$ cat config.mk
export PLATFORM = sky130hd
export DESIGN_NAME = geiger_rolling_window_rate
export DESIGN_NICKNAME = d
export VERILOG_FILES = /design/src/rtl/grwr_pkg.sv /design/src/rtl/grwr_ram.sv /design/src/rtl/grwr_front.sv /design/src/rtl/grwr_fifo.sv /design/src/rtl/grwr_div.sv /design/src/rtl/grwr_back.sv /design/src/rtl/geiger_rolling_window_rate.sv
export SDC_FILE = /design/constraint.sdc
export NUM_CORES = 2
export LEC_CHECK = 0
export CAP_MARGIN = 40
export CORE_MARGIN = 4
export CORE_UTILIZATION = 45
export CTS_CLUSTER_SIZE = 12
export DETAILED_ROUTE_END_ITERATION = 8
export DONT_BUFFER_PORTS = 1
export GPL_ROUTABILITY_DRIVEN = 0
export MAX_ROUTING_LAYER = met4
export SLEW_MARGIN = 0
export SYNTH_ARGS = -nofsm -noshare
export SYNTH_HDL_FRONTEND = slang
export SYNTH_SLANG_ARGS = --single-unit
$ cat constraint.sdc
create_clock -name clk -period 8.8 [get_ports clk]
set_input_delay 0 -clock clk [delete_from_list [all_inputs] [get_ports clk]]
set_output_delay 0 -clock clk [all_outputs]
set_load 0.02 [all_outputs]
$ cat src/rtl/grwr_pkg.sv
package grwr_pkg;

	// default window length in counting periods
	localparam int WINDOW_LEN_DEF = 60;

	// field widths
	localparam int EDGE_W     = 16;
	localparam int PULSE_W    = 15;
	localparam int AVG_W      = 23;
	localparam int DOSE_W     = 24;
	localparam int FILL_OUT_W = 6;
	localparam int CFG_W      = 16;
	localparam int AVG_FRAC   = 8;

	// 2560 = 2^11 + 2^9 scales the q8 average into a q16 dose numerator
	localparam int SCALE_SH_HI = 11;
	localparam int SCALE_SH_LO = 9;
	localparam int DOSE_NUM_W  = AVG_W + SCALE_SH_HI + 1;

	localparam logic [CFG_W-1:0]  CFG_RESET = 16'd1538;
	localparam logic [DOSE_W-1:0] DOSE_SAT  = '1;

	localparam int QUEUE_DEPTH = 2;

	localparam int OUT_FIELDS_W = PULSE_W + AVG_W + DOSE_W + FILL_OUT_W;
	localparam int TDATA_OUT_W  = ((OUT_FIELDS_W + 7) / 8) * 8;

	typedef enum logic {
		F_IDLE,
		F_UPDATE
	} front_state_t;

	typedef enum logic [2:0] {
		B_IDLE,
		B_AVG,
		B_SCALE_MUL,
		B_SCALE_CHK,
		B_DOSE,
		B_OUT
	} back_state_t;

	// bits needed for the sum of a full ring of pulse counts
	function automatic int total_width(input int len);
		return $clog2(len * ((1 << PULSE_W) - 1) + 1);
	endfunction

endpackage

$ cat src/rtl/grwr_ram.sv
module grwr_ram #(
	parameter int WIDTH = 8,
	parameter int DEPTH = 2,
	parameter int AW    = (DEPTH > 1) ? $clog2(DEPTH) : 1
) (
	input  logic             clk,
	input  logic             we,
	input  logic [AW-1:0]    waddr,
	input  logic [WIDTH-1:0] wdata,
	input  logic             re,
	input  logic [AW-1:0]    raddr,
	output logic [WIDTH-1:0] rdata
);

	logic [WIDTH-1:0] mem [DEPTH];
	logic [WIDTH-1:0] rdata_q;

	always_ff @(posedge clk) begin
		if (we) begin
			mem[waddr] <= wdata;
		end
		if (re) begin
			rdata_q <= mem[raddr];
		end
	end

	assign rdata = rdata_q;

endmodule

$ cat src/rtl/grwr_front.sv
module grwr_front
	import grwr_pkg::*;
#(
	parameter int WINDOW_LEN = WINDOW_LEN_DEF,
	parameter int TOTAL_W    = total_width(WINDOW_LEN),
	parameter int FILL_W     = $clog2(WINDOW_LEN + 1),
	parameter int PTR_W      = (WINDOW_LEN > 1) ? $clog2(WINDOW_LEN) : 1,
	parameter int ITEM_W     = PULSE_W + TOTAL_W + FILL_W
) (
	input  logic              clk,
	input  logic              arst_n,
	input  logic              s_tvalid,
	output logic              s_tready,
	input  logic [EDGE_W-1:0] s_tdata,
	input  logic              q_full,
	output logic              q_push,
	output logic [ITEM_W-1:0] q_data
);

	front_state_t state_q, state_d;

	logic [PULSE_W-1:0] pulses_q;
	logic [PTR_W-1:0]   ptr_q;
	logic [FILL_W-1:0]  fill_q;
	logic [TOTAL_W-1:0] total_q;

	logic               accept;
	logic               ring_full;
	logic [PULSE_W-1:0] ram_rdata;
	logic [PULSE_W-1:0] oldest;
	logic [TOTAL_W-1:0] total_new;
	logic [FILL_W-1:0]  fill_new;
	logic [PTR_W-1:0]   ptr_new;

	assign s_tready = (state_q == F_IDLE) && !q_full;
	assign accept   = s_tvalid && s_tready;

	// slots at or above the fill count were never written and read as zero
	assign ring_full = (fill_q == FILL_W'(WINDOW_LEN));
	assign oldest    = ring_full ? ram_rdata : '0;
	assign total_new = total_q - TOTAL_W'(oldest) + TOTAL_W'(pulses_q);
	assign fill_new  = ring_full ? fill_q : fill_q + 1'b1;
	assign ptr_new   = (ptr_q == PTR_W'(WINDOW_LEN - 1)) ? '0 : ptr_q + 1'b1;

	assign q_push = (state_q == F_UPDATE);
	assign q_data = {fill_new, total_new, pulses_q};

	grwr_ram #(
		.WIDTH(PULSE_W),
		.DEPTH(WINDOW_LEN),
		.AW   (PTR_W)
	) u_ring (
		.clk  (clk),
		.we   (q_push),
		.waddr(ptr_q),
		.wdata(pulses_q),
		.re   (accept),
		.raddr(ptr_q),
		.rdata(ram_rdata)
	);

	always_ff @(posedge clk or negedge arst_n) begin
		if (!arst_n) begin
			state_q <= F_IDLE;
		end else begin
			state_q <= state_d;
		end
	end

	always_comb begin
		state_d = state_q;
		unique case (state_q)
			F_IDLE: begin
				if (accept) begin
					state_d = F_UPDATE;
				end
			end
			F_UPDATE: begin
				state_d = F_IDLE;
			end
			default: begin
				state_d = F_IDLE;
			end
		endcase
	end

	always_ff @(posedge clk or negedge arst_n) begin
		if (!arst_n) begin
			ptr_q   <= '0;
			fill_q  <= '0;
			total_q <= '0;
		end else if (q_push) begin
			ptr_q   <= ptr_new;
			fill_q  <= fill_new;
			total_q <= total_new;
		end
	end

	always_ff @(posedge clk) begin
		if (accept) begin
			pulses_q <= s_tdata[EDGE_W-1:1];
		end
	end

endmodule

$ cat src/rtl/grwr_fifo.sv
module grwr_fifo #(
	parameter int WIDTH = 8,
	parameter int DEPTH = 2
) (
	input  logic             clk,
	input  logic             arst_n,
	input  logic             push,
	input  logic [WIDTH-1:0] wdata,
	input  logic             pop,
	output logic [WIDTH-1:0] rdata,
	output logic             full,
	output logic             empty
);

	localparam int AW = (DEPTH > 1) ? $clog2(DEPTH) : 1;

	logic [WIDTH-1:0] slots_q [DEPTH];
	logic [AW-1:0]    wr_ptr_q, rd_ptr_q;
	logic [AW:0]      count_q;

	assign full  = (count_q == (AW + 1)'(DEPTH));
	assign empty = (count_q == '0);
	assign rdata = slots_q[rd_ptr_q];

	always_ff @(posedge clk or negedge arst_n) begin
		if (!arst_n) begin
			wr_ptr_q <= '0;
			rd_ptr_q <= '0;
			count_q  <= '0;
		end else begin
			if (push) begin
				wr_ptr_q <= (wr_ptr_q == AW'(DEPTH - 1)) ? '0 : wr_ptr_q + 1'b1;
			end
			if (pop) begin
				rd_ptr_q <= (rd_ptr_q == AW'(DEPTH - 1)) ? '0 : rd_ptr_q + 1'b1;
			end
			if (push && !pop) begin
				count_q <= count_q + 1'b1;
			end else if (pop && !push) begin
				count_q <= count_q - 1'b1;
			end
		end
	end

	always_ff @(posedge clk) begin
		if (push) begin
			slots_q[wr_ptr_q] <= wdata;
		end
	end

endmodule

$ cat src/rtl/grwr_div.sv
module grwr_div #(
	parameter int NUM_W = 24,
	parameter int DEN_W = 16,
	parameter int CNT_W = $clog2(NUM_W + 1)
) (
	input  logic             clk,
	input  logic             arst_n,
	input  logic             start,
	input  logic [NUM_W-1:0] num,
	input  logic [DEN_W-1:0] rem_init,
	input  logic [DEN_W-1:0] den,
	input  logic [CNT_W-1:0] steps,
	output logic             done,
	output logic [NUM_W-1:0] quot
);

	logic             busy_q, done_q;
	logic [CNT_W-1:0] cnt_q;
	logic [DEN_W-1:0] rem_q, den_q;
	logic [NUM_W-1:0] num_q, quot_q;

	logic [DEN_W:0]   trial, diff;
	logic             ge;
	logic [DEN_W-1:0] rem_next;

	// one restoring step per cycle, numerator bits enter msb first
	assign trial    = {rem_q, num_q[NUM_W-1]};
	assign ge       = (trial >= {1'b0, den_q});
	assign diff     = trial - {1'b0, den_q};
	assign rem_next = ge ? diff[DEN_W-1:0] : trial[DEN_W-1:0];

	assign done = done_q;
	assign quot = quot_q;

	always_ff @(posedge clk or negedge arst_n) begin
		if (!arst_n) begin
			busy_q <= 1'b0;
			done_q <= 1'b0;
			cnt_q  <= '0;
		end else if (start) begin
			busy_q <= 1'b1;
			done_q <= 1'b0;
			cnt_q  <= steps;
		end else if (busy_q) begin
			cnt_q <= cnt_q - 1'b1;
			if (cnt_q == CNT_W'(1)) begin
				busy_q <= 1'b0;
				done_q <= 1'b1;
			end
		end else begin
			done_q <= 1'b0;
		end
	end

	always_ff @(posedge clk) begin
		if (start) begin
			rem_q  <= rem_init;
			den_q  <= den;
			num_q  <= num;
			quot_q <= '0;
		end else if (busy_q) begin
			rem_q  <= rem_next;
			num_q  <= num_q << 1;
			quot_q <= {quot_q[NUM_W-2:0], ge};
		end
	end

endmodule

$ cat src/rtl/grwr_back.sv
module grwr_back
	import grwr_pkg::*;
#(
	parameter int TOTAL_W = total_width(WINDOW_LEN_DEF),
	parameter int FILL_W  = $clog2(WINDOW_LEN_DEF + 1),
	parameter int ITEM_W  = PULSE_W + TOTAL_W + FILL_W
) (
	input  logic                  clk,
	input  logic                  arst_n,
	input  logic                  q_empty,
	output logic                  q_pop,
	input  logic [ITEM_W-1:0]     q_data,
	input  logic [CFG_W-1:0]      cfg,
	output logic                  m_tvalid,
	input  logic                  m_tready,
	output logic [PULSE_W-1:0]    out_pulses,
	output logic [AVG_W-1:0]      out_avg,
	output logic [DOSE_W-1:0]     out_dose,
	output logic [FILL_OUT_W-1:0] out_fill
);

	localparam int A_W   = TOTAL_W + AVG_FRAC;
	localparam int DIV_W = (A_W > DOSE_W) ? A_W : DOSE_W;
	localparam int CNT_W = $clog2(DIV_W + 1);
	localparam int FX_W  = (FILL_W > FILL_OUT_W) ? FILL_W : FILL_OUT_W;
	localparam int HI_W  = DOSE_NUM_W - DOSE_W;

	back_state_t state_q, state_d;

	logic [PULSE_W-1:0]    pulses_q;
	logic [FILL_W-1:0]     fill_q;
	logic [AVG_W-1:0]      avg_q;
	logic [DOSE_NUM_W-1:0] dose_num_q;
	logic [DOSE_W-1:0]     dose_q;
	logic                  m_tvalid_q;
	logic [PULSE_W-1:0]    out_pulses_q;
	logic [AVG_W-1:0]      out_avg_q;
	logic [DOSE_W-1:0]     out_dose_q;
	logic [FILL_OUT_W-1:0] out_fill_q;

	logic [PULSE_W-1:0] item_pulses;
	logic [TOTAL_W-1:0] item_total;
	logic [FILL_W-1:0]  item_fill;
	logic [A_W-1:0]     avg_num;
	logic [HI_W-1:0]    dose_hi;
	logic               dose_sat;
	logic               out_free;
	logic [FX_W-1:0]    fill_x;

	logic             div_start, div_done;
	logic [DIV_W-1:0] div_num, div_quot;
	logic [CFG_W-1:0] div_rem, div_den;
	logic [CNT_W-1:0] div_steps;

	assign item_pulses = q_data[PULSE_W-1:0];
	assign item_total  = q_data[PULSE_W +: TOTAL_W];
	assign item_fill   = q_data[PULSE_W + TOTAL_W +: FILL_W];
	assign avg_num     = {item_total, {AVG_FRAC{1'b0}}};

	// quotient overflows 24 bits exactly when the top bits reach the divisor
	assign dose_hi  = dose_num_q[DOSE_NUM_W-1:DOSE_W];
	assign dose_sat = (CFG_W'(dose_hi) >= cfg);
	assign out_free = !m_tvalid_q || m_tready;
	assign q_pop    = (state_q == B_IDLE) && !q_empty;
	assign fill_x   = FX_W'(fill_q);

	// operand select for the shared divider
	always_comb begin
		div_num   = DIV_W'(avg_num) << (DIV_W - A_W);
		div_rem   = '0;
		div_den   = CFG_W'(item_fill);
		div_steps = CNT_W'(A_W);
		if (state_q == B_SCALE_CHK) begin
			div_num   = DIV_W'(dose_num_q[DOSE_W-1:0]) << (DIV_W - DOSE_W);
			div_rem   = CFG_W'(dose_hi);
			div_den   = cfg;
			div_steps = CNT_W'(DOSE_W);
		end
		div_start = q_pop || ((state_q == B_SCALE_CHK) && !dose_sat);
	end

	grwr_div #(
		.NUM_W(DIV_W),
		.DEN_W(CFG_W),
		.CNT_W(CNT_W)
	) u_div (
		.clk     (clk),
		.arst_n  (arst_n),
		.start   (div_start),
		.num     (div_num),
		.rem_init(div_rem),
		.den     (div_den),
		.steps   (div_steps),
		.done    (div_done),
		.quot    (div_quot)
	);

	always_ff @(posedge clk or negedge arst_n) begin
		if (!arst_n) begin
			state_q <= B_IDLE;
		end else begin
			state_q <= state_d;
		end
	end

	always_comb begin
		state_d = state_q;
		unique case (state_q)
			B_IDLE: begin
				if (!q_empty) begin
					state_d = B_AVG;
				end
			end
			B_AVG: begin
				if (div_done) begin
					state_d = B_SCALE_MUL;
				end
			end
			B_SCALE_MUL: begin
				state_d = B_SCALE_CHK;
			end
			B_SCALE_CHK: begin
				state_d = dose_sat ? B_OUT : B_DOSE;
			end
			B_DOSE: begin
				if (div_done) begin
					state_d = B_OUT;
				end
			end
			B_OUT: begin
				if (out_free) begin
					state_d = B_IDLE;
				end
			end
			default: begin
				state_d = B_IDLE;
			end
		endcase
	end

	always_ff @(posedge clk or negedge arst_n) begin
		if (!arst_n) begin
			m_tvalid_q <= 1'b0;
		end else if ((state_q == B_OUT) && out_free) begin
			m_tvalid_q <= 1'b1;
		end else if (m_tready) begin
			m_tvalid_q <= 1'b0;
		end
	end

	always_ff @(posedge clk) begin
		if (q_pop) begin
			pulses_q <= item_pulses;
			fill_q   <= item_fill;
		end
		if ((state_q == B_AVG) && div_done) begin
			avg_q <= div_quot[AVG_W-1:0];
		end
		if (state_q == B_SCALE_MUL) begin
			dose_num_q <= (DOSE_NUM_W'(avg_q) << SCALE_SH_HI)
				+ (DOSE_NUM_W'(avg_q) << SCALE_SH_LO);
		end
		if ((state_q == B_SCALE_CHK) && dose_sat) begin
			dose_q <= DOSE_SAT;
		end
		if ((state_q == B_DOSE) && div_done) begin
			dose_q <= div_quot[DOSE_W-1:0];
		end
		if ((state_q == B_OUT) && out_free) begin
			out_pulses_q <= pulses_q;
			out_avg_q    <= avg_q;
			out_dose_q   <= dose_q;
			out_fill_q   <= fill_x[FILL_OUT_W-1:0];
		end
	end

	assign m_tvalid   = m_tvalid_q;
	assign out_pulses = out_pulses_q;
	assign out_avg    = out_avg_q;
	assign out_dose   = out_dose_q;
	assign out_fill   = out_fill_q;

endmodule

$ cat src/rtl/geiger_rolling_window_rate.sv
// the back takes one request at a time and runs the shared
//   bit-serial divider for the average (TOTAL_W + 8 steps) then the dose (24 steps)
//   a saturated dose skips the second division
// the front takes a request in its idle state while the two-entry queue is not full
// reset: arst_n low clears control state, window is empty, factor returns to 1538
module geiger_rolling_window_rate
	import grwr_pkg::*;
#(
	parameter int WINDOW_LEN = WINDOW_LEN_DEF
) (
	input  logic                   clk,
	input  logic                   arst_n,
	// config write, counts_per_dose_tenths
	input  logic                   cfg_valid,
	output logic                   cfg_ready,
	input  logic [CFG_W-1:0]       cfg_data,
	// input stream
	input  logic                   s_tvalid,
	output logic                   s_tready,
	input  logic [EDGE_W-1:0]      s_tdata,  // [15:0] raw_edges
	// output stream
	output logic                   m_tvalid,
	input  logic                   m_tready,
	output logic [TDATA_OUT_W-1:0] m_tdata   // [14:0] period_pulses, [37:15] average_cpm_q8,
	                                         // [61:38] dose_rate_q16, [67:62] window_fill,
	                                         // [71:68] zero
);

	// ring sum width, fill counter and ring pointer follow the window length
	localparam int TOTAL_W = total_width(WINDOW_LEN);
	localparam int FILL_W  = $clog2(WINDOW_LEN + 1);
	localparam int PTR_W   = (WINDOW_LEN > 1) ? $clog2(WINDOW_LEN) : 1;
	localparam int ITEM_W  = PULSE_W + TOTAL_W + FILL_W;

	logic [CFG_W-1:0] cfg_q;

	// queue between the front (ring update) and the back (divisions)
	logic              q_push, q_pop, q_full, q_empty;
	logic [ITEM_W-1:0] q_wdata, q_rdata;

	logic [PULSE_W-1:0]    out_pulses;
	logic [AVG_W-1:0]      out_avg;
	logic [DOSE_W-1:0]     out_dose;
	logic [FILL_OUT_W-1:0] out_fill;

	// config register, always ready
	assign cfg_ready = 1'b1;

	always_ff @(posedge clk or negedge arst_n) begin
		if (!arst_n) begin
			cfg_q <= CFG_RESET;
		end else if (cfg_valid && cfg_ready) begin
			cfg_q <= cfg_data;
		end
	end

	// front: halves the edge count, swaps it into the ring, updates sum and fill
	grwr_front #(
		.WINDOW_LEN(WINDOW_LEN),
		.TOTAL_W   (TOTAL_W),
		.FILL_W    (FILL_W),
		.PTR_W     (PTR_W),
		.ITEM_W    (ITEM_W)
	) u_front (
		.clk     (clk),
		.arst_n  (arst_n),
		.s_tvalid(s_tvalid),
		.s_tready(s_tready),
		.s_tdata (s_tdata),
		.q_full  (q_full),
		.q_push  (q_push),
		.q_data  (q_wdata)
	);

	grwr_fifo #(
		.WIDTH(ITEM_W),
		.DEPTH(QUEUE_DEPTH)
	) u_queue (
		.clk   (clk),
		.arst_n(arst_n),
		.push  (q_push),
		.wdata (q_wdata),
		.pop   (q_pop),
		.rdata (q_rdata),
		.full  (q_full),
		.empty (q_empty)
	);

	// back: average = sum * 256 / fill, dose = average * 2560 / factor (saturating), output register
	grwr_back #(
		.TOTAL_W(TOTAL_W),
		.FILL_W (FILL_W),
		.ITEM_W (ITEM_W)
	) u_back (
		.clk       (clk),
		.arst_n    (arst_n),
		.q_empty   (q_empty),
		.q_pop     (q_pop),
		.q_data    (q_rdata),
		.cfg       (cfg_q),
		.m_tvalid  (m_tvalid),
		.m_tready  (m_tready),
		.out_pulses(out_pulses),
		.out_avg   (out_avg),
		.out_dose  (out_dose),
		.out_fill  (out_fill)
	);

	assign m_tdata = TDATA_OUT_W'({out_fill, out_dose, out_avg, out_pulses});

	// the front only pushes when it reserved queue space at accept time
	assert property (@(posedge clk) disable iff (!arst_n) q_push |-> !q_full)
		else $error("queue push while full");

	// the back never pops an empty queue
	assert property (@(posedge clk) disable iff (!arst_n) q_pop |-> !q_empty)
		else $error("queue pop while empty");

	// zero average gives zero dose unless the factor is zero
	assert property (@(posedge clk) disable iff (!arst_n)
		(m_tvalid && (out_avg == '0) && (cfg_q != '0)) |-> (out_dose == '0))
		else $error("nonzero dose for zero average");

endmodule

==> results.cfg <==
[clock_tree]
path_clk_slew_ns = 0.06
cts_buffers = 141
ctsHoldBuffers = 70
htree_levels = 4
cts_tree = done
postCtsSetupBuffers = 0
clockBufferDepth = 3
insertion_delay_ns = 0.76
cts_resized = 0
cts-root-buf = clkbuf_16
cts.sinks = 1318

[global_route]
grt_pass1_wl_mm = 204
grt_max_degree = 100
antenna_found_initial = 2
grt_usage_pct = 22.4
grt_overflow = 0
grt_pass1_vias = 31000

[timing]
tns_ns = 0
setup_viol = 0
slew_headroom_pct = 38.3
finClkSkew_ns = 0.0465
fin_crit_ns = 4.45
worstMarginPinSlew_ns = 0.926
finalHoldViolCount = 0
fin_crit_sh_pct = 50.5
max_freq_ghz = 0.225
maxSlewViolCount = 0
rsz0062_at_grt = no

[critical_path]
cp_num_buf_inv = 2
crit_path_end_kind = flop
slowest_stage = dfrtp_4
cp_cell_sequence = buf_12 > nor2b_2 > buf_4 > a22oi_1 > o22ai_1 > a2111oi_0 > o22ai_1 > or4_1
path_max_fanout = 99
cp-start-kind = flop
cp_top_family = compound AO/OA/AOI/OAI gates
path_class = reg2reg
crit_required_ns = 9.28
cp_common_cell = o22ai_1
crit_arrival_ns = 4.93
worst_path_largest_cell_delay_ns = 0.88

[synth]
synthAdderAreaFrac_pct = 2.38
synthFlopType = edfxtp_1
synthCells = 3306
synth_warnings = 0
synth_edf_count = 1229
muxShareOfSynthArea_pct = 8.78
async_flop_share_pct = 4.93
synth_top_family_by_area = multiplexers
synth_cell_types = 86
synth-simple-area-share_pct = 4.80
yosys.area_share.xor_xnor_pct = 0.971
synthesis.area_um2 = 53800
synth.avg_cell_area_um2 = 16.3
ys_seq_elements = 1318
yosysSeqAreaShare_pct = 72.6
synth_compound_area_share_pct = 8.01

[power_and_ir_drop]
power_density_nw_per_um2 = 337
ir_drop_mv = 0.209
leakagePower_nw = 21.0

[die]
initial_core_util_pct = 45.4
pin_count = 112
die_h_um = 354
dieArea_um2 = 125000
core_um2 = 118000
die_w_um = 354
rows = 126

[detailed_routing]
drtPass1Iterations = 6
vias_per_cell = 5.87
ant_nets = 0
detail_route.wirelength_mm = 138
num_vias = 30400
drc_errors = 0
wl_per_cell_um = 26.6
drt_iter0_markers = 3329

[layout]
fin_nets = 3608
area_growth_pct = 14.7
finalNonFillerCells = 5182
drive_gt1_share_pct = 16.8
multi_input_area_um2 = 13700
fill_cells = 9459
seq_area_um2 = 39000

[placed_design]
hpwl_mm = 83.8
dp.cells = 4864
port_buffers = 0

[job]
cap_violations = 0

[outcome]
status = finished clean

[hold_path]
hold_class = in2reg
==> sequential cells by signal (all words and copies together), names as in the netlist, 23 cells and up <==
name                count
u_front.u_ring.mem    900
u_queue.slots_q        84
u_back.dose_num_q      26
u_back.dose_q          24
u_back.out_dose        24
u_back.u_div.quot      24
u_back.avg_q           23
u_back.out_avg         23
==> synth_stat cells (10+ instances only) <==
cell	count	share of area, %
o211ai_1	11	0.15
a221o_1	20	0.37
o22ai_1	45	0.52
xor2_1	16	0.26
buf_2	63	0.59
fa_1	17	0.63
nor2b_1	11	0.13
xnor2_1	41	0.67
buf_6	10	0.21
a22o_1	18	0.29
mux2i_1	160	3.0
dfxtp_1	24	0.89
mux2_2	123	2.6
a211oi_1	18	0.25
nand4_1	10	0.12
ha_1	75	1.7
mux4_2	77	3.2
a22oi_1	39	0.54
o21ai_0	124	1.2
nand2b_1	33	0.38
o21a_1	13	0.18
nor2_1	216	1.5
a21o_1	29	0.41
clkbuf_1	67	0.47
nand3_1	33	0.31
inv_1	116	0.81
edfxtp_1	1229	69
nand2_1	148	1.0
buf_1	17	0.12
or3_1	11	0.13
and2_1	29	0.34
a221oi_1	87	1.4
nor3_1	30	0.28
a21oi_1	121	1.1
buf_4	18	0.25
dfrtp_1	62	2.9
==> worst min-delay path: cells and delay by family <==
| family | cells | cell delay, ns |
|---|---|---|
| AOI/OAI and AO/OA | 1 | 0.13 |
| buffers and inverters | 1 | 0.54 |
| and+or+nand+nor | 1 | 0.20 |
==> placed cells by master (no fill, tap or decap), types with 87 or more instances in the layout <==
master / instances
edfxtp_1: 1229
nor2_1: 182
mux2i_1: 160
nand2_1: 148
clkbuf_16: 141
o21ai_0: 124
mux2_2: 123
a21oi_1: 121
inv_1: 116
a221oi_1: 87
==> through the flow <==
stage               total power, mW  utilization, %  hold slack [ns]  area [um2]  setup slack (ns)
floorplan                      12.9               -           -0.296       53800              2.57
global placement               15.0            47.1           -0.289       55800              4.31
detailed placement             15.3            47.8           -0.289       56600              4.24
CTS                            20.9            52.0            0.144       61600              4.16
global route                   21.7            52.1            0.221       61600              4.25
finish                         20.8            52.1            0.184       61600              4.35
==> worst paths after layout <==
| path | slack, ns | to | depth (start not counted) | start |
|---|---|---|---|---|
| min reg2reg | 0.41 | u_back.out_dose[6] | 0 | u_back.dose_q[6] |
| min in group asynchronous | 0.42 | cfg_q[9] | 3 | arst_n |
| max in group asynchronous | 7.97 | u_front.q_push | 4 | arst_n |
| max | 4.35 | u_front.u_ring.rdata[2] | 8 | u_front.ptr_q[0] |
| min | 0.18 | u_back.m_tvalid | 3 | m_tready |
| max reg2reg | 4.35 | u_front.u_ring.rdata[2] | 8 | u_front.ptr_q[0] |
==> layer usage <==
layer	wire [um]	vias up	GRT usage, %
met1	55300	15500	29.3
met2	66100	1358	35.3
met3	11300	294	4.24
met5	0	-	-
met4	5060	0	8.28
li1	-	13300	-
==> area by class of cell <==
type,count,area share (%)
Tap cell,1600,3.25
Clock inverter,56,0.848
Multi-Input combinational cell,1697,22.2
Clock buffer,189,6.10
Inverter,118,0.719
Antenna cell,1,0.00406
Timing Repair Buffer,203,3.61
Sequential cell,1318,63.3
==> report_power, final <==
group / internal (mW) / switching (mW) / leakage (nW)
clock: 3.11 / 2.41 / 2.06
combinational: 2.50 / 4.34 / 6.77
sequential: 8.01 / 0.422 / 12.2
total: 13.6 / 7.17 / 21.0
==> cells by family after synthesis <==
family	count (synthesis)
XOR/XNOR	58
flip-flops	1318
adder cells (fa/ha/maj)	92
AND/OR/NAND/NOR	564
buffers and inverters	294
other	2
AO/OA/AOI/OAI	618
multiplexers	360
(Power assumes the default switching activity.)
